===== config.mk =====
export PLATFORM = sky130hd
export DESIGN_NAME = sign_command_maneuver_sequencer_flat
export DESIGN_NICKNAME = d
export VERILOG_FILES = /design/src/rtl/scms_pkg.sv /design/src/rtl/scms_in_if.sv /design/src/rtl/scms_out_if.sv /design/src/rtl/sign_command_maneuver_sequencer.sv /design/src/rtl/scms_cfg_regs.sv /design/src/rtl/scms_step.sv /design/src/flat_wrapper.sv
export SDC_FILE = /design/constraint.sdc
export NUM_CORES = 1
export LEC_CHECK = 0
export BUFFER_PORTS_ARGS = -buffer_cell sky130_fd_sc_hd__buf_2
export CORE_ASPECT_RATIO = 0.75
export CORE_MARGIN = 2
export CORE_UTILIZATION = 57
export DETAILED_ROUTE_END_ITERATION = 16
export HOLD_SLACK_MARGIN = 0.15
export PLACE_DENSITY = 0.8
export SLEW_MARGIN = 10
export SYNTH_ARGS = -nofsm -noshare
export SYNTH_HDL_FRONTEND = slang
export SYNTH_SLANG_ARGS = --single-unit

===== constraint.sdc =====
create_clock -name clk -period 4.45 [get_ports clk]
set_input_delay 0.89 -clock clk [delete_from_list [all_inputs] [get_ports clk]]
set_output_delay 0.89 -clock clk [all_outputs]
set_load 0.03 [all_outputs]

===== src/rtl/scms_pkg.sv =====
package scms_pkg;

  typedef enum logic [2:0] {
    MODE_IDLE    = 3'd0,
    MODE_FIRST   = 3'd1,
    MODE_WAIT    = 3'd2,
    MODE_RETURN  = 3'd3,
    MODE_STOPPED = 3'd4,
    MODE_SLOW    = 3'd5,
    MODE_HORN    = 3'd6
  } mode_t;

  localparam logic [1:0] MOT_NONE = 2'd0;
  localparam logic [1:0] MOT_FWD  = 2'd1;
  localparam logic [1:0] MOT_STOP = 2'd2;
  localparam logic [1:0] LIT_NONE = 2'd0;
  localparam logic [1:0] LIT_FWD  = 2'd1;
  localparam logic [1:0] LIT_STOP = 2'd2;
  localparam logic [1:0] BZ_NONE  = 2'd0;
  localparam logic [1:0] BZ_ON    = 2'd1;
  localparam logic [1:0] BZ_OFF   = 2'd2;

  localparam logic DIR_LEFT  = 1'b0;
  localparam logic DIR_RIGHT = 1'b1;

  localparam logic [7:0] CHAR_L     = 8'h4C;
  localparam logic [7:0] CHAR_R     = 8'h52;
  localparam logic [7:0] CHAR_P     = 8'h50;
  localparam logic [7:0] CHAR_ONE   = 8'h31;
  localparam logic [7:0] CHAR_TWO   = 8'h32;
  localparam logic [7:0] CHAR_H     = 8'h48;
  localparam logic [7:0] CHAR_W     = 8'h57;
  localparam logic [7:0] CHAR_F     = 8'h46;
  localparam logic [7:0] CHAR_DASH  = 8'h2D;
  localparam logic [7:0] CHAR_NUL   = 8'h00;

  localparam int unsigned CFG_AW = 4;

  localparam logic [1:0] REG_HORN_TICKS    = 2'd0;
  localparam logic [1:0] REG_WAIT_TICKS    = 2'd1;
  localparam logic [1:0] REG_NORMAL_SPEED  = 2'd2;
  localparam logic [1:0] REG_REDUCED_SPEED = 2'd3;

  localparam logic [15:0] HORN_TICKS_RST    = 16'd500;
  localparam logic [15:0] WAIT_TICKS_RST    = 16'd1000;
  localparam logic [15:0] NORMAL_SPEED_RST  = 16'd600;
  localparam logic [15:0] REDUCED_SPEED_RST = 16'd300;

  typedef struct packed {
    logic [15:0] horn_ticks;
    logic [15:0] wait_ticks;
    logic [15:0] normal_speed;
    logic [15:0] reduced_speed;
  } cfg_t;

  typedef struct packed {
    logic       lane_change_done;
    logic       sign_valid;
    logic [7:0] sign_first_char;
    logic [7:0] sign_second_char;
  } in_item_t;

  typedef struct packed {
    logic        trigger_lane_change;
    logic        lane_direction;
    logic [1:0]  motor_command;
    logic [15:0] motor_speed;
    logic [1:0]  light_command;
    logic [1:0]  buzzer_command;
    logic [2:0]  mode_code;
    logic [7:0]  last_first_char;
    logic [7:0]  last_second_char;
    logic        busy_flag;
    logic        settled_flag;
  } out_item_t;

endpackage


===== src/rtl/scms_in_if.sv =====
interface scms_in_if;
  logic       valid;
  logic       ready;
  logic       lane_change_done;
  logic       sign_valid;
  logic [7:0] sign_first_char;
  logic [7:0] sign_second_char;

  modport source (
    output valid, lane_change_done, sign_valid, sign_first_char, sign_second_char,
    input  ready
  );
  modport sink (
    input  valid, lane_change_done, sign_valid, sign_first_char, sign_second_char,
    output ready
  );
endinterface


===== src/rtl/scms_out_if.sv =====
interface scms_out_if;
  logic        valid;
  logic        ready;
  logic        trigger_lane_change;
  logic        lane_direction;
  logic [1:0]  motor_command;
  logic [15:0] motor_speed;
  logic [1:0]  light_command;
  logic [1:0]  buzzer_command;
  logic [2:0]  mode_code;
  logic [7:0]  last_first_char;
  logic [7:0]  last_second_char;
  logic        busy_flag;
  logic        settled_flag;

  modport source (
    output valid, trigger_lane_change, lane_direction, motor_command, motor_speed,
           light_command, buzzer_command, mode_code, last_first_char,
           last_second_char, busy_flag, settled_flag,
    input  ready
  );
  modport sink (
    input  valid, trigger_lane_change, lane_direction, motor_command, motor_speed,
           light_command, buzzer_command, mode_code, last_first_char,
           last_second_char, busy_flag, settled_flag,
    output ready
  );
endinterface


===== src/rtl/sign_command_maneuver_sequencer.sv =====
// Path: an accepted input transaction is held in the input register, then its
// result moves into the result register, from which the result transaction is
// offered on out_ch.
// Throughput: one transaction per cycle unless out_ch stalls; the mode state
// is updated in the same cycle that a tick moves into the result register.
// Reset (rst_n, synchronous, active low): mode idle, timers zero, last sign
// "-", configuration registers at their default values, both stages empty.
module sign_command_maneuver_sequencer
  import scms_pkg::*;
(
  input  logic              clk,
  input  logic              rst_n,
  scms_in_if.sink           in_ch,
  scms_out_if.source        out_ch,
  input  logic              psel,
  input  logic              penable,
  input  logic              pwrite,
  input  logic [CFG_AW-1:0] paddr,
  input  logic [31:0]       pwdata,
  output logic [31:0]       prdata,
  output logic              pready
);

  cfg_t      cfg;
  in_item_t  in_item_r;
  logic      in_v_r;
  out_item_t result;
  out_item_t out_item_r;
  logic      out_v_r;
  logic      advance;
  logic      fire;

  scms_cfg_regs u_cfg (
    .clk     (clk),
    .rst_n   (rst_n),
    .psel    (psel),
    .penable (penable),
    .pwrite  (pwrite),
    .paddr   (paddr),
    .pwdata  (pwdata),
    .prdata  (prdata),
    .pready  (pready),
    .cfg     (cfg)
  );

  scms_step u_step (
    .clk    (clk),
    .rst_n  (rst_n),
    .fire   (fire),
    .item   (in_item_r),
    .cfg    (cfg),
    .result (result)
  );

  // The result register frees up whenever it is empty or being drained; while a
  // result waits, the input stage takes a new transaction only if it is empty.
  assign advance     = !out_v_r || out_ch.ready;
  assign fire        = in_v_r && advance;
  assign in_ch.ready = !in_v_r || advance;

  always_ff @(posedge clk) begin
    if (!rst_n) begin
      in_v_r  <= 1'b0;
      out_v_r <= 1'b0;
    end else begin
      if (in_ch.ready) begin
        in_v_r <= in_ch.valid;
      end
      if (advance) begin
        out_v_r <= in_v_r;
      end
    end
  end

  always_ff @(posedge clk) begin
    if (in_ch.valid && in_ch.ready) begin
      in_item_r.lane_change_done <= in_ch.lane_change_done;
      in_item_r.sign_valid       <= in_ch.sign_valid;
      in_item_r.sign_first_char  <= in_ch.sign_first_char;
      in_item_r.sign_second_char <= in_ch.sign_second_char;
    end
    if (fire) begin
      out_item_r <= result;
    end
  end

  assign out_ch.valid               = out_v_r;
  assign out_ch.trigger_lane_change = out_item_r.trigger_lane_change;
  assign out_ch.lane_direction      = out_item_r.lane_direction;
  assign out_ch.motor_command       = out_item_r.motor_command;
  assign out_ch.motor_speed         = out_item_r.motor_speed;
  assign out_ch.light_command       = out_item_r.light_command;
  assign out_ch.buzzer_command      = out_item_r.buzzer_command;
  assign out_ch.mode_code           = out_item_r.mode_code;
  assign out_ch.last_first_char     = out_item_r.last_first_char;
  assign out_ch.last_second_char    = out_item_r.last_second_char;
  assign out_ch.busy_flag           = out_item_r.busy_flag;
  assign out_ch.settled_flag        = out_item_r.settled_flag;

endmodule


===== src/rtl/scms_cfg_regs.sv =====
module scms_cfg_regs
  import scms_pkg::*;
(
  input  logic              clk,
  input  logic              rst_n,
  input  logic              psel,
  input  logic              penable,
  input  logic              pwrite,
  input  logic [CFG_AW-1:0] paddr,
  input  logic [31:0]       pwdata,
  output logic [31:0]       prdata,
  output logic              pready,
  output cfg_t              cfg
);

  cfg_t       cfg_r;
  logic       wr_en;
  logic [1:0] reg_idx;

  assign pready  = 1'b1;
  assign wr_en   = psel && penable && pwrite;
  assign reg_idx = paddr[CFG_AW-1:2];
  assign cfg     = cfg_r;

  always_ff @(posedge clk) begin
    if (!rst_n) begin
      cfg_r.horn_ticks    <= HORN_TICKS_RST;
      cfg_r.wait_ticks    <= WAIT_TICKS_RST;
      cfg_r.normal_speed  <= NORMAL_SPEED_RST;
      cfg_r.reduced_speed <= REDUCED_SPEED_RST;
    end else if (wr_en) begin
      case (reg_idx)
        REG_HORN_TICKS:    cfg_r.horn_ticks    <= pwdata[15:0];
        REG_WAIT_TICKS:    cfg_r.wait_ticks    <= pwdata[15:0];
        REG_NORMAL_SPEED:  cfg_r.normal_speed  <= pwdata[15:0];
        REG_REDUCED_SPEED: cfg_r.reduced_speed <= pwdata[15:0];
        default: ;
      endcase
    end
  end

  always_comb begin
    case (reg_idx)
      REG_HORN_TICKS:    prdata = {16'd0, cfg_r.horn_ticks};
      REG_WAIT_TICKS:    prdata = {16'd0, cfg_r.wait_ticks};
      REG_NORMAL_SPEED:  prdata = {16'd0, cfg_r.normal_speed};
      REG_REDUCED_SPEED: prdata = {16'd0, cfg_r.reduced_speed};
      default:           prdata = 32'd0;
    endcase
  end

endmodule


===== src/rtl/scms_step.sv =====
module scms_step
  import scms_pkg::*;
(
  input  logic      clk,
  input  logic      rst_n,
  input  logic      fire,
  input  in_item_t  item,
  input  cfg_t      cfg,
  output out_item_t result
);

  mode_t       mode_r, mode_nxt;
  logic        first_dir_r, first_dir_nxt;
  logic [15:0] wait_cnt_r, wait_cnt_nxt;
  logic [15:0] horn_cnt_r, horn_cnt_nxt;
  logic [7:0]  last_c0_r, last_c0_nxt;
  logic [7:0]  last_c1_r, last_c1_nxt;

  always_comb begin
    logic        trig, dir;
    logic [1:0]  mot, lit, bz;
    logic [15:0] spd;
    mode_t       m;

    trig = 1'b0;
    dir  = DIR_LEFT;
    mot  = MOT_NONE;
    lit  = LIT_NONE;
    bz   = BZ_NONE;
    spd  = 16'd0;
    m    = mode_r;
    first_dir_nxt = first_dir_r;
    wait_cnt_nxt  = wait_cnt_r;
    horn_cnt_nxt  = horn_cnt_r;
    last_c0_nxt   = last_c0_r;
    last_c1_nxt   = last_c1_r;

    // The horn timeout runs ahead of the mode step, so a horn that ends
    // leaves the tick in idle, where a sign can still be taken.
    if (m == MODE_HORN) begin
      horn_cnt_nxt = horn_cnt_r + 16'd1;
      if (horn_cnt_nxt >= cfg.horn_ticks) begin
        bz  = BZ_OFF;
        mot = MOT_FWD;
        spd = cfg.normal_speed;
        lit = LIT_FWD;
        m   = MODE_IDLE;
      end
    end

    case (m)
      MODE_FIRST: begin
        if (item.lane_change_done) begin
          mot = MOT_FWD;
          spd = cfg.normal_speed;
          lit = LIT_FWD;
          bz  = BZ_OFF;
          wait_cnt_nxt = 16'd0;
          m   = MODE_WAIT;
        end
      end
      MODE_WAIT: begin
        wait_cnt_nxt = wait_cnt_r + 16'd1;
        if (wait_cnt_nxt >= cfg.wait_ticks) begin
          trig = 1'b1;
          dir  = ~first_dir_r;
          m    = MODE_RETURN;
        end
      end
      MODE_RETURN: begin
        if (item.lane_change_done) begin
          mot = MOT_FWD;
          spd = cfg.normal_speed;
          lit = LIT_FWD;
          bz  = BZ_OFF;
          m   = MODE_IDLE;
        end
      end
      default: ;
    endcase

    if (item.sign_valid && (m inside {MODE_IDLE, MODE_STOPPED, MODE_SLOW})) begin
      if (item.sign_first_char == CHAR_L || item.sign_first_char == CHAR_R) begin
        last_c0_nxt   = item.sign_first_char;
        last_c1_nxt   = CHAR_NUL;
        first_dir_nxt = (item.sign_first_char == CHAR_R) ? DIR_RIGHT : DIR_LEFT;
        trig = 1'b1;
        dir  = first_dir_nxt;
        m    = MODE_FIRST;
      end else if (item.sign_first_char == CHAR_P &&
                   (item.sign_second_char == CHAR_ONE ||
                    item.sign_second_char == CHAR_TWO)) begin
        last_c0_nxt = item.sign_first_char;
        last_c1_nxt = item.sign_second_char;
        mot = MOT_STOP;
        spd = 16'd0;
        lit = LIT_STOP;
        bz  = BZ_ON;
        m   = MODE_STOPPED;
      end else if (item.sign_first_char == CHAR_H) begin
        last_c0_nxt  = item.sign_first_char;
        last_c1_nxt  = CHAR_NUL;
        bz           = BZ_ON;
        horn_cnt_nxt = 16'd0;
        m            = MODE_HORN;
      end else if (item.sign_first_char == CHAR_W) begin
        last_c0_nxt = item.sign_first_char;
        last_c1_nxt = CHAR_NUL;
        mot = MOT_FWD;
        spd = cfg.reduced_speed;
        lit = LIT_FWD;
        m   = MODE_SLOW;
      end else if (item.sign_first_char == CHAR_F) begin
        last_c0_nxt = item.sign_first_char;
        last_c1_nxt = CHAR_NUL;
        mot = MOT_FWD;
        spd = cfg.normal_speed;
        lit = LIT_FWD;
        bz  = BZ_OFF;
        m   = MODE_IDLE;
      end
    end

    mode_nxt = m;

    result.trigger_lane_change = trig;
    result.lane_direction      = trig & dir;
    result.motor_command       = mot;
    result.motor_speed         = (mot == MOT_FWD) ? spd : 16'd0;
    result.light_command       = lit;
    result.buzzer_command      = bz;
    result.mode_code           = m;
    result.last_first_char     = last_c0_nxt;
    result.last_second_char    = last_c1_nxt;
    result.busy_flag           = !(m inside {MODE_IDLE, MODE_STOPPED});
    result.settled_flag        = m inside {MODE_IDLE, MODE_STOPPED, MODE_SLOW};
  end

  always_ff @(posedge clk) begin
    if (!rst_n) begin
      mode_r      <= MODE_IDLE;
      first_dir_r <= DIR_LEFT;
      wait_cnt_r  <= 16'd0;
      horn_cnt_r  <= 16'd0;
      last_c0_r   <= CHAR_DASH;
      last_c1_r   <= CHAR_NUL;
    end else if (fire) begin
      mode_r      <= mode_nxt;
      first_dir_r <= first_dir_nxt;
      wait_cnt_r  <= wait_cnt_nxt;
      horn_cnt_r  <= horn_cnt_nxt;
      last_c0_r   <= last_c0_nxt;
      last_c1_r   <= last_c1_nxt;
    end
  end

endmodule

===== src/flat_wrapper.sv =====
// flat-port wrapper written by rule: the top's interface ports become plain ports
module sign_command_maneuver_sequencer_flat import scms_pkg::*;
  (clk, rst_n, psel, penable, pwrite, paddr, pwdata, prdata, pready, in_ch_valid, in_ch_lane_change_done, in_ch_sign_valid, in_ch_sign_first_char, in_ch_sign_second_char, in_ch_ready, out_ch_valid, out_ch_trigger_lane_change, out_ch_lane_direction, out_ch_motor_command, out_ch_motor_speed, out_ch_light_command, out_ch_buzzer_command, out_ch_mode_code, out_ch_last_first_char, out_ch_last_second_char, out_ch_busy_flag, out_ch_settled_flag, out_ch_ready);
  scms_in_if in_ch_i ();
  scms_out_if out_ch_i ();
  input  logic clk;
  input  logic rst_n;
  input  logic psel;
  input  logic penable;
  input  logic pwrite;
  input  logic [CFG_AW-1:0] paddr;
  input  logic [31:0] pwdata;
  output logic [31:0] prdata;
  output logic pready;
  input wire logic [$bits(in_ch_i.valid)-1:0] in_ch_valid;
  input wire logic [$bits(in_ch_i.lane_change_done)-1:0] in_ch_lane_change_done;
  input wire logic [$bits(in_ch_i.sign_valid)-1:0] in_ch_sign_valid;
  input wire logic [$bits(in_ch_i.sign_first_char)-1:0] in_ch_sign_first_char;
  input wire logic [$bits(in_ch_i.sign_second_char)-1:0] in_ch_sign_second_char;
  output wire logic [$bits(in_ch_i.ready)-1:0] in_ch_ready;
  output wire logic [$bits(out_ch_i.valid)-1:0] out_ch_valid;
  output wire logic [$bits(out_ch_i.trigger_lane_change)-1:0] out_ch_trigger_lane_change;
  output wire logic [$bits(out_ch_i.lane_direction)-1:0] out_ch_lane_direction;
  output wire logic [$bits(out_ch_i.motor_command)-1:0] out_ch_motor_command;
  output wire logic [$bits(out_ch_i.motor_speed)-1:0] out_ch_motor_speed;
  output wire logic [$bits(out_ch_i.light_command)-1:0] out_ch_light_command;
  output wire logic [$bits(out_ch_i.buzzer_command)-1:0] out_ch_buzzer_command;
  output wire logic [$bits(out_ch_i.mode_code)-1:0] out_ch_mode_code;
  output wire logic [$bits(out_ch_i.last_first_char)-1:0] out_ch_last_first_char;
  output wire logic [$bits(out_ch_i.last_second_char)-1:0] out_ch_last_second_char;
  output wire logic [$bits(out_ch_i.busy_flag)-1:0] out_ch_busy_flag;
  output wire logic [$bits(out_ch_i.settled_flag)-1:0] out_ch_settled_flag;
  input wire logic [$bits(out_ch_i.ready)-1:0] out_ch_ready;
  assign in_ch_i.valid = in_ch_valid;
  assign in_ch_i.lane_change_done = in_ch_lane_change_done;
  assign in_ch_i.sign_valid = in_ch_sign_valid;
  assign in_ch_i.sign_first_char = in_ch_sign_first_char;
  assign in_ch_i.sign_second_char = in_ch_sign_second_char;
  assign in_ch_ready = in_ch_i.ready;
  assign out_ch_valid = out_ch_i.valid;
  assign out_ch_trigger_lane_change = out_ch_i.trigger_lane_change;
  assign out_ch_lane_direction = out_ch_i.lane_direction;
  assign out_ch_motor_command = out_ch_i.motor_command;
  assign out_ch_motor_speed = out_ch_i.motor_speed;
  assign out_ch_light_command = out_ch_i.light_command;
  assign out_ch_buzzer_command = out_ch_i.buzzer_command;
  assign out_ch_mode_code = out_ch_i.mode_code;
  assign out_ch_last_first_char = out_ch_i.last_first_char;
  assign out_ch_last_second_char = out_ch_i.last_second_char;
  assign out_ch_busy_flag = out_ch_i.busy_flag;
  assign out_ch_settled_flag = out_ch_i.settled_flag;
  assign out_ch_i.ready = out_ch_ready;
  sign_command_maneuver_sequencer u_core (.clk(clk), .rst_n(rst_n), .in_ch(in_ch_i), .out_ch(out_ch_i), .psel(psel), .penable(penable), .pwrite(pwrite), .paddr(paddr), .pwdata(pwdata), .prdata(prdata), .pready(pready));
endmodule

After elaboration in Yosys (flattened, before gate mapping). Cells that the tools add are included.

Order comparisons: 2. Mux-type cells: 71. Bitwise logic cells: 2. Add/subtract/negate cells: 2. Equality and inequality tests: 21. Reductions and logical operators: 27.

Operators with widths (number): $mux 16 (16); $pmux 32 s4 (1); $mux 8 (12); $eq 8x7->1 const B (6); $mux 2 (18); $mux 3 (11); $add 16x1->16 const B (2); $ge 16x16->1 (2); $pmux 16 s2 (1); $eq 8x6->1 const B (2); $eq 3x3->1 const B (5); $mux 1 (11); $pmux 3 s3 (1); $reduce_and 2->1 (4); $eq 3x2->1 const B (2); $logic_and 1x1->1 (6); $logic_not 3->1 (2); $reduce_and 3->1 (2); $reduce_bool 3->1 (2); $eq 2x1->1 const B (2); $eq 2x2->1 const B (2); $logic_or 1x1->1 (4); $reduce_bool 2->1 (2); $eq 3x1->1 const B (1); other kinds (6) (8).

Register bits after elaboration: 179. Bits of input ports: 61. Output and inout port bits: 80. Word-level logic and storage cells: 151.

Depth between registers and ports, before layout. Gate-level depths: netlist (run 1).

Word-level depth: 15. Gate-level depth with buffers: 16.

Hierarchy. A second synthesis (run 1) with hierarchy kept.

Cells, all modules: 882. Area, all modules: 9120.0 um2.

Modules (own cells, without submodules): scms_step (cells each 525, area each 4036.4 um2, instances 1, seq. area each 1041.0 um2); scms_cfg_regs (cells each 285, area each 3088.0 um2, instances 1, seq. area each 1281.2 um2); sign_command_maneuver_sequencer (cells each 72, area each 1995.7 um2, instances 1, seq. area each 1931.9 um2).

Least setup slack after synthesis (run 1). OpenSTA, ideal clock, no wires.

Path type: register -> register. Start: register u_core.u_step.horn_cnt_r[0]. End: register u_core.out_item_r (netlist bit u_core.out_ch.motor_speed[10]), data pin. Path slack: 870 ps. Arrival time: 3323 ps. Data required time: 4193 ps. Cell stages (with the launch flop): 16. Cells stage by stage: dfxtp_1 ha_1 nand3_1 nor4_2 nand3_1 nor2_1 xor2_1 ha_1 nand2_1 nor3_4 a22oi_2 a211oi_4 or2_4 o21ai_4 buf_6 a32o_1.

Word-level cells in the longest chain between the ends: 14.

RTL lines: start: declaration (RTL line scms_step.sv:15) `logic [15:0] horn_cnt_r, horn_cnt_nxt;`; start signal: assignment (RTL line scms_step.sv:151) `horn_cnt_r <= horn_cnt_nxt;`; $add 16x1->16 (*) (RTL line scms_step.sv:41) `horn_cnt_nxt = horn_cnt_r + 16'd1;`; $ge 16x16->1 (*) (RTL line scms_step.sv:42) `if (horn_cnt_nxt >= cfg.horn_ticks) begin`; $mux 3 (RTL line scms_step.sv:42); $mux 3 (RTL line scms_step.sv:40) `if (m == MODE_HORN) begin`; $eq 3x2->1 or $eq 3x1->1 (tied branches) (RTL line scms_step.sv:51) `case (m)`; $reduce_or 2->1 (no line); $mux 2; $mux 2 (RTL line scms_step.sv:113) `end else if (item.sign_first_char == CHAR_F) begin`; $mux 2 (RTL line scms_step.sv:106) `end else if (item.sign_first_char == CHAR_W) begin`; $mux 2 (RTL line scms_step.sv:100) `end else if (item.sign_first_char == CHAR_H) begin`; $mux 2 (RTL line scms_step.sv:90) `end else if (item.sign_first_char == CHAR_P &&`; $mux 2 (RTL line scms_step.sv:83) `if (item.sign_first_char == CHAR_L || item.sign_first_char == CHAR_R) begin`; $mux 2 (RTL line scms_step.sv:82) `if (item.sign_valid && (m inside {MODE_IDLE, MODE_STOPPED, MODE_SLOW})) begin`; $eq 2x1->1 (RTL line scms_step.sv:129) `result.motor_speed = (mot == MOT_FWD) ? spd : 16'd0;`; end signal: assignment (RTL line sign_command_maneuver_sequencer.sv:83) `out_item_r <= result;`; end: declaration (RTL line sign_command_maneuver_sequencer.sv:28) `out_item_t out_item_r;`.

Mark *: on every way between the ends. The rest lies on a longest branch, timed or not. A chain may end at the register's enable or synchronous reset.

Worst setup path in the final report (run 1).
Start: register u_core.u_step.horn_cnt_r[2]. End: register u_core.out_item_r (netlist bit u_core.out_ch.motor_speed[1]), data pin.

The elaborated chain is that of the path after synthesis.

==> results.toml, run 1 <==
[outcome]
status = "complete, no violations"

[power]
switching_share_pct = 26.15
seq_power_share_pct = 50.4
power_leakage_nw = 3.919
switchingPower_w = 0.0009127
clockPowerShare_pct = 41.5
comb_power_share_pct = 8.2
ir_drop_uv = 278.2
internal_power_w = 0.002577
power_density_nw_per_um2 = 349.4

[global_routing]
grt_max_degree = 43
grt-ovfl-total = 0
grt_pass1_vias = 6617
grt_pass1_wl_mm = 34.16
grt.total_usage_pct = 26.34
antenna_found_initial = 0

[worst_setup_path]
worstPathRequired_ns = 4.64
worstSetupPathType = "reg -> reg"
reg2reg_depth = 14
cp-start-kind = "flip-flop"
reg2reg_from = "u_core.u_step.horn_cnt_r[2]$_SDFFE_PN0P_"
critPathArrivalTime_ns = 4.26
end_kind = "flip-flop"
startpoint = "u_core.u_step.horn_cnt_r[2]$_SDFFE_PN0P_"
r2r_slack_ns = 0.38
worstReg2RegEnd = "u_core.out_ch.motor_speed[1]$_SDFFCE_PP0P_"
path_max_fanout = 16

[logic_synthesis]
syn_avg_cell_area_sq_um = 9.582
ys_warn_count = 0
synth_cell_types = 76
syn_inst = 922
synth_top_flop_cell = "dfxtp_1"
ys_seq_area_share_pct = 47.47
ys_top_cells_by_area = "dfxtp_1 27%, edfxtp_1 21%, nand2_1 7.2%, ha_1 4.8%, mux4_2 4.1%"
synth_edf_count = 61
synth_seq_cells = 179
ys_top_cells_by_count = "169 x nand2_1, 118 x dfxtp_1, 70 x nor2_1"
synthMostInstantiatedCell = "nand2_1"
synthArstFlopShare_pct = 0
yosysTopAreaCell = "dfxtp_1"
yosysTopAreaCellShare_pct = 26.74
syn_area_sq_um = 8835

[cells_and_area]
fin_nets = 1103
area_delta_synth_final_pct = 13.06
antenna_cells = 0
n_fill_cell = 1195
final_cell_area_sq_um = 9988
drive_gt1_share_pct = 19.20

[sta]
fmax_mhz = 245.5
hold_violations = 0
report.final.setup_viol = 0
clock_skew_ns = 0.009694
finalCritPeriodShare_pct = 91.52
tightest_slew_ns = 1.053
maxSlewHeadroom_pct = 29.36
rsz0062_at_grt = "no"
drv_slew = 0
fin_crit_ns = 4.073
final.setup.tns_ns = 0

[drt]
post_drt_wl_per_cell_microns = 17.28
drtIter0Drc = 735
first_pass_iters = 5
detail_route.drc_violations = 0
vias = 7163
via_per_inst = 5.843
detail-route-antenna-nets = 0
wl_mm = 21.19

[floorplan]
die-area_sq_um = 16520
core_sq_um = 15180
die_w_microns = 147.8
dieHeight_microns = 111.8
num_rows = 39
io_pins = 141
start_util_pct = 58.22

[placed_design]
place_area_sq_um = 9398
gp_congestion = 0.8924
detailed_place_hpwl_mm = 14.38
port_buffers = 105

[job]
maxCapViolCount = 0

[clock_network]
cts_tree = "done"
ctsRootBufferMaster = "clkbuf_16"
clock_sinks = 179
ctsHtreeMaxLevel = 4
clock_path_buffers = 2
path_clk_slew_ns = 0.07
cts_buffers = 17
clk_latency_ns = 0.43

[worst_hold_path]
hold_class = "reg -> reg"
min_from = "u_core.u_step.last_c1_r[3]$_SDFFE_PN0P_"
hold_end = "u_core.u_step.last_c1_r[3]$_SDFFE_PN0P_"
hold_path_depth = 1
[power by group through the flow]
stage	Sequential (W)	Clock, W	Combinational, W
6_report	0.00176	0.00145	0.000285
5_1_grt	0.00176	0.00154	0.000306
4_1_cts	0.00176	0.00146	0.000281
3_5_place_dp	0.00179	0	0.000280
3_3_place_gp	0.00179	0	0.000277
2_1_floorplan	0.00182	0	0.000175
[worst max-delay path by stage]
stage,to,slack [ns]
CTS,u_core.out_ch.motor_speed[1]$_SDFFCE_PP0P_,0.34
global placement,u_core.out_ch.motor_speed[1]$_SDFFCE_PP0P_,0.40
global route,u_core.out_ch.busy_flag$_DFFE_PP_,0.04
finish,u_core.out_ch.motor_speed[1]$_SDFFCE_PP0P_,0.38
floorplan,u_core.out_ch.motor_speed[10]$_SDFFCE_PP0P_,0.87
detailed placement,u_core.out_ch.motor_speed[1]$_SDFFCE_PP0P_,0.37
[cell families after synthesis]
family	share of synthesized area (%)
multiplexers	4.079
AO/OA/AOI/OAI	15.11
adder cells (fa/ha/maj)	4.815
AND/OR/NAND/NOR	18.28
buffers and inverters	5.594
other	0.08501
XOR/XNOR	4.560
flip-flops	47.47
[worst max-delay path: stages, from the launching register on]
cell and delay, ns:
dfxtp_1 0.41, nand3_1 0.18, nor3_1 0.41, and3_1 0.29, nand3_2 0.15, nor2_1 0.16, xor2_1 0.09, ha_1 0.32
nand4_1 0.14, nor3_4 0.20, a22oi_2 0.13, a211oi_4 0.41, or2_4 0.33, o21ai_4 0.21, a32o_1 0.36
[per-layer routing]
metal	vias up	wire [microns]	track usage, %
li1	3390	-	-
met2	344	9730	41.18
met3	24	2098	5.205
met4	0	310	7.564
met1	3405	9051	37.54
met5	-	0	0
[layout by cell type (no fill, tap or decap), types with 31 or more instances in the layout]
cell type,n
ha_1,34
edfxtp_1,61
inv_1,40
o21ai_0,31
nor2_1,70
buf_2,105
nand2_1,169
dfxtp_1,118
a21oi_1,68
nand3_1,31
[cell type report]
type                            count  area, sq um  share of cell area (%)
Clock inverter                     14        115.1                   1.152
Sequential cell                   179         4194                   41.99
Multi-Input combinational cell    654         4213                   42.18
Timing Repair Buffer              113        598.1                   5.988
Clock buffer                       18        450.4                   4.510
Inverter                           43        161.4                   1.616
Tap cell                          205        256.5                   2.568
[what timing repair did]
item	in CTS	in global routing
endpoints found under the setup margin	0	32
hold buffers	0	0
setup buffers	0	1
gates resized for setup	0	1
[state kept, by name, summed over array words and instances (netlist names), 2 cells and up]
| register | flops |
|---|---|
| u_core.u_step.horn_cnt_r | 16 |
| u_core.in_item_r | 18 |
| u_core.out_ch.motor_command | 2 |
| u_core.u_step.last_c1_r | 8 |
| u_core.out_ch.mode_code | 3 |
| u_core.out_ch.buzzer_command | 2 |
| u_core.u_step.mode_r | 3 |
| u_core.out_ch.last_first_char | 8 |
| u_core.u_step.last_c0_r | 8 |
| u_core.u_step.wait_cnt_r | 16 |
| u_core.out_ch.motor_speed | 16 |
| u_core.out_ch.last_second_char | 8 |
| u_core.u_cfg.cfg | 64 |
[metrics by stage]
stage | util, % | total power (W) | std cells | worst slack, ns | hold slack, ns
global route | 65.82 | 0.003602 | 1226 | 0.04320 | 0.4731
detailed placement | 61.93 | 0.002073 | 1193 | 0.3717 | 0.4353
global placement | 61.93 | 0.002069 | 1193 | 0.3997 | 0.4337
CTS | 65.65 | 0.003496 | 1225 | 0.3360 | 0.4551
floorplan | - | 0.001998 | 937 | 0.8702 | 0.4209
finish | 65.82 | 0.003490 | 1226 | 0.3772 | 0.4524
No activity file was read; power rests on OpenSTA's default activity.
==> run 2: changes to the inputs <==
- clock period: 4.45 -> 4.55 ns (I/O delays scaled with it)
==> results.toml, run 2 (synthesized netlist as in run 1, its figures left out) <==
[clock_network]
cts_hold_buf = 0
cts_tree = "done"
ctsRootBufferMaster = "clkbuf_16"
path_clk_slew_ns = 0.07
cts_buffers = 17
cts_setup_buffers = 0
clock_sinks = 179
ctsHtreeMaxLevel = 4
clock_path_buffers = 2
cts_resized = 0
clk_latency_ns = 0.44

[power]
internal_power_w = 0.002567
switching_share_pct = 25.15
total_power_w = 0.003430
comb_power_share_pct = 8.1
ir_drop_uv = 281.5
clockPowerShare_pct = 41.8
switchingPower_w = 0.0008625
power_leakage_nw = 3.910
power_density_nw_per_um2 = 344.1
seq_power_share_pct = 50.1

[worst_setup_path]
cp.depth = 14
end_kind = "flip-flop"
cp_slowest_cell = "nor2_2"
r2r_slack_ns = 0.32
cpPeakStageDelay_ns = 0.78
reg2reg_depth = 14
path_max_fanout = 19
crit_chain = "ha_1, nand3_1, nor4_2, nand3_1, nor2_1, xor2_1, ha_1, nand2_1, nor3_4, a22oi_2, a211oi_4, nor2_4, nor2_2, a32o_1"
startpoint = "u_core.u_step.horn_cnt_r[0]$_SDFFE_PN0P_"
worstPathRequired_ns = 4.84
setup.worst_path.end = "u_core.out_ch.motor_speed[1]$_SDFFCE_PP0P_"
worstReg2RegEnd = "u_core.out_ch.motor_speed[1]$_SDFFCE_PP0P_"
crit_buf_inv = 0
critPathArrivalTime_ns = 4.52
reg2reg_from = "u_core.u_step.horn_cnt_r[0]$_SDFFE_PN0P_"
cp-start-kind = "flip-flop"
critical-path-top-delay-family = "simple AND/OR/NAND/NOR gates"
worstSetupPathType = "reg -> reg"

[cells_and_area]
area_delta_synth_final_pct = 12.85
mostFrequentLayoutCell = "nand2_1"
utilization_pct = 65.69
fin_nets = 1101
final_cell_mix = "169 x nand2_1, 118 x dfxtp_1, 105 x buf_2, 70 x nor2_1, 68 x a21oi_1"
largest_reg_flops = 64
drive_gt1_share_pct = 18.94
final_cells = 1225

[floorplan]
die_w_microns = 147.8
start_util_pct = 58.22
io_pins = 141
dieHeight_microns = 111.8
core_sq_um = 15180
die-area_sq_um = 16520
num_rows = 39

[sta]
report.final.setup_viol = 0
tightest_slew_ns = 1.060
hold_violations = 0
final.setup.tns_ns = 0
maxSlewHeadroom_pct = 28.92
worst_slack_ns = 0.3186
drv_slew = 0
finalCritPeriodShare_pct = 93.00
fmax_mhz = 236.3
fin_crit_ns = 4.231
clock_skew_ns = 0.01164
rsz0062_at_grt = "no"

[drt]
detail-route-antenna-nets = 0
drtIter0Drc = 596
detail_route.drc_violations = 0
wl_mm = 21.29
via_per_inst = 5.844
post_drt_wl_per_cell_microns = 17.38
first_pass_iters = 5
vias = 7159

[job]
maxCapViolCount = 0

[outcome]
status = "complete, no violations"

[global_routing]
grt-ovfl-total = 0
grt_pass1_vias = 6474
antenna_found_initial = 1
grt_pass1_wl_mm = 33.27
grt.total_usage_pct = 25.91
grt_max_degree = 43

[worst_hold_path]
hold_class = "reg -> reg"
hold_path_depth = 1

[placed_design]
detailed_place_hpwl_mm = 14.25
gp_congestion = 0.8803
port_buffers = 105
place_ws_ns = 0.3887
dp_cells = 1192
==> run 2: cell types whose count changed in the layout (fill, tap and decap cells not counted), moves of 2 or more <==
cell and change:
clkbuf_8 +4, inv_8 -4, clkbuf_1 +2, clkinv_2 -2, clkinv_4 +2
==> run 2: metal layers <==
layer / global-route usage (%) / routed length, microns / vias to the layer above
li1: - / - / 3382
met1: 37.08 / 9417 / 3432
met2: 38.91 / 9528 / 303
met3: 5.328 / 1857 / 42
met4: 9.936 / 486 / 0
met5: 0 / 0 / -
==> run 2: power by group through the flow <==
stage | Combinational [W] | Sequential (W) | Clock [W]
after floorplan | 0.000171 | 0.00178 | 0
after global placement | 0.000269 | 0.00175 | 0
after detailed placement | 0.000273 | 0.00175 | 0
after CTS | 0.000275 | 0.00172 | 0.00143
after global routing | 0.000295 | 0.00172 | 0.00151
final | 0.000277 | 0.00172 | 0.00143
==> run 2: layout make-up <==
class	count	area, sq um
Antenna cell	1	2.502
Clock buffer	24	513.0
Clock inverter	8	63.81
Fill cell	1191	5206
Inverter	43	161.4
Multi-Input combinational cell	654	4208
Sequential cell	179	4194
Tap cell	205	256.5
Timing Repair Buffer	111	570.5
==> run 2: per-stage QoR <==
stage,hold slack [ns],instance area (sq um)
floorplan,0.4209,8891
global route,0.4761,9970
detailed placement,0.4376,9390
CTS,0.4594,9967
global placement,0.4339,9390
finish,0.4566,9970
==> run 2: worst min-delay path by stage <==
| stage | end | startpoint | slack (ns) |
|---|---|---|---|
| CTS | u_core.u_step.last_c1_r[3]$_SDFFE_PN0P_ | u_core.u_step.last_c1_r[3]$_SDFFE_PN0P_ | 0.46 |
| detailed placement | u_core.u_step.last_c1_r[3]$_SDFFE_PN0P_ | u_core.u_step.last_c1_r[3]$_SDFFE_PN0P_ | 0.44 |
| global route | u_core.u_step.last_c1_r[5]$_SDFFE_PN0P_ | u_core.u_step.last_c1_r[5]$_SDFFE_PN0P_ | 0.48 |
| finish | u_core.u_step.last_c1_r[3]$_SDFFE_PN0P_ | u_core.u_step.last_c1_r[3]$_SDFFE_PN0P_ | 0.46 |
| floorplan | u_core.u_step.last_c0_r[7]$_SDFFE_PN0P_ | u_core.u_step.last_c0_r[7]$_SDFFE_PN0P_ | 0.42 |
| global placement | u_core.u_step.last_c1_r[3]$_SDFFE_PN0P_ | u_core.u_step.last_c1_r[3]$_SDFFE_PN0P_ | 0.43 |
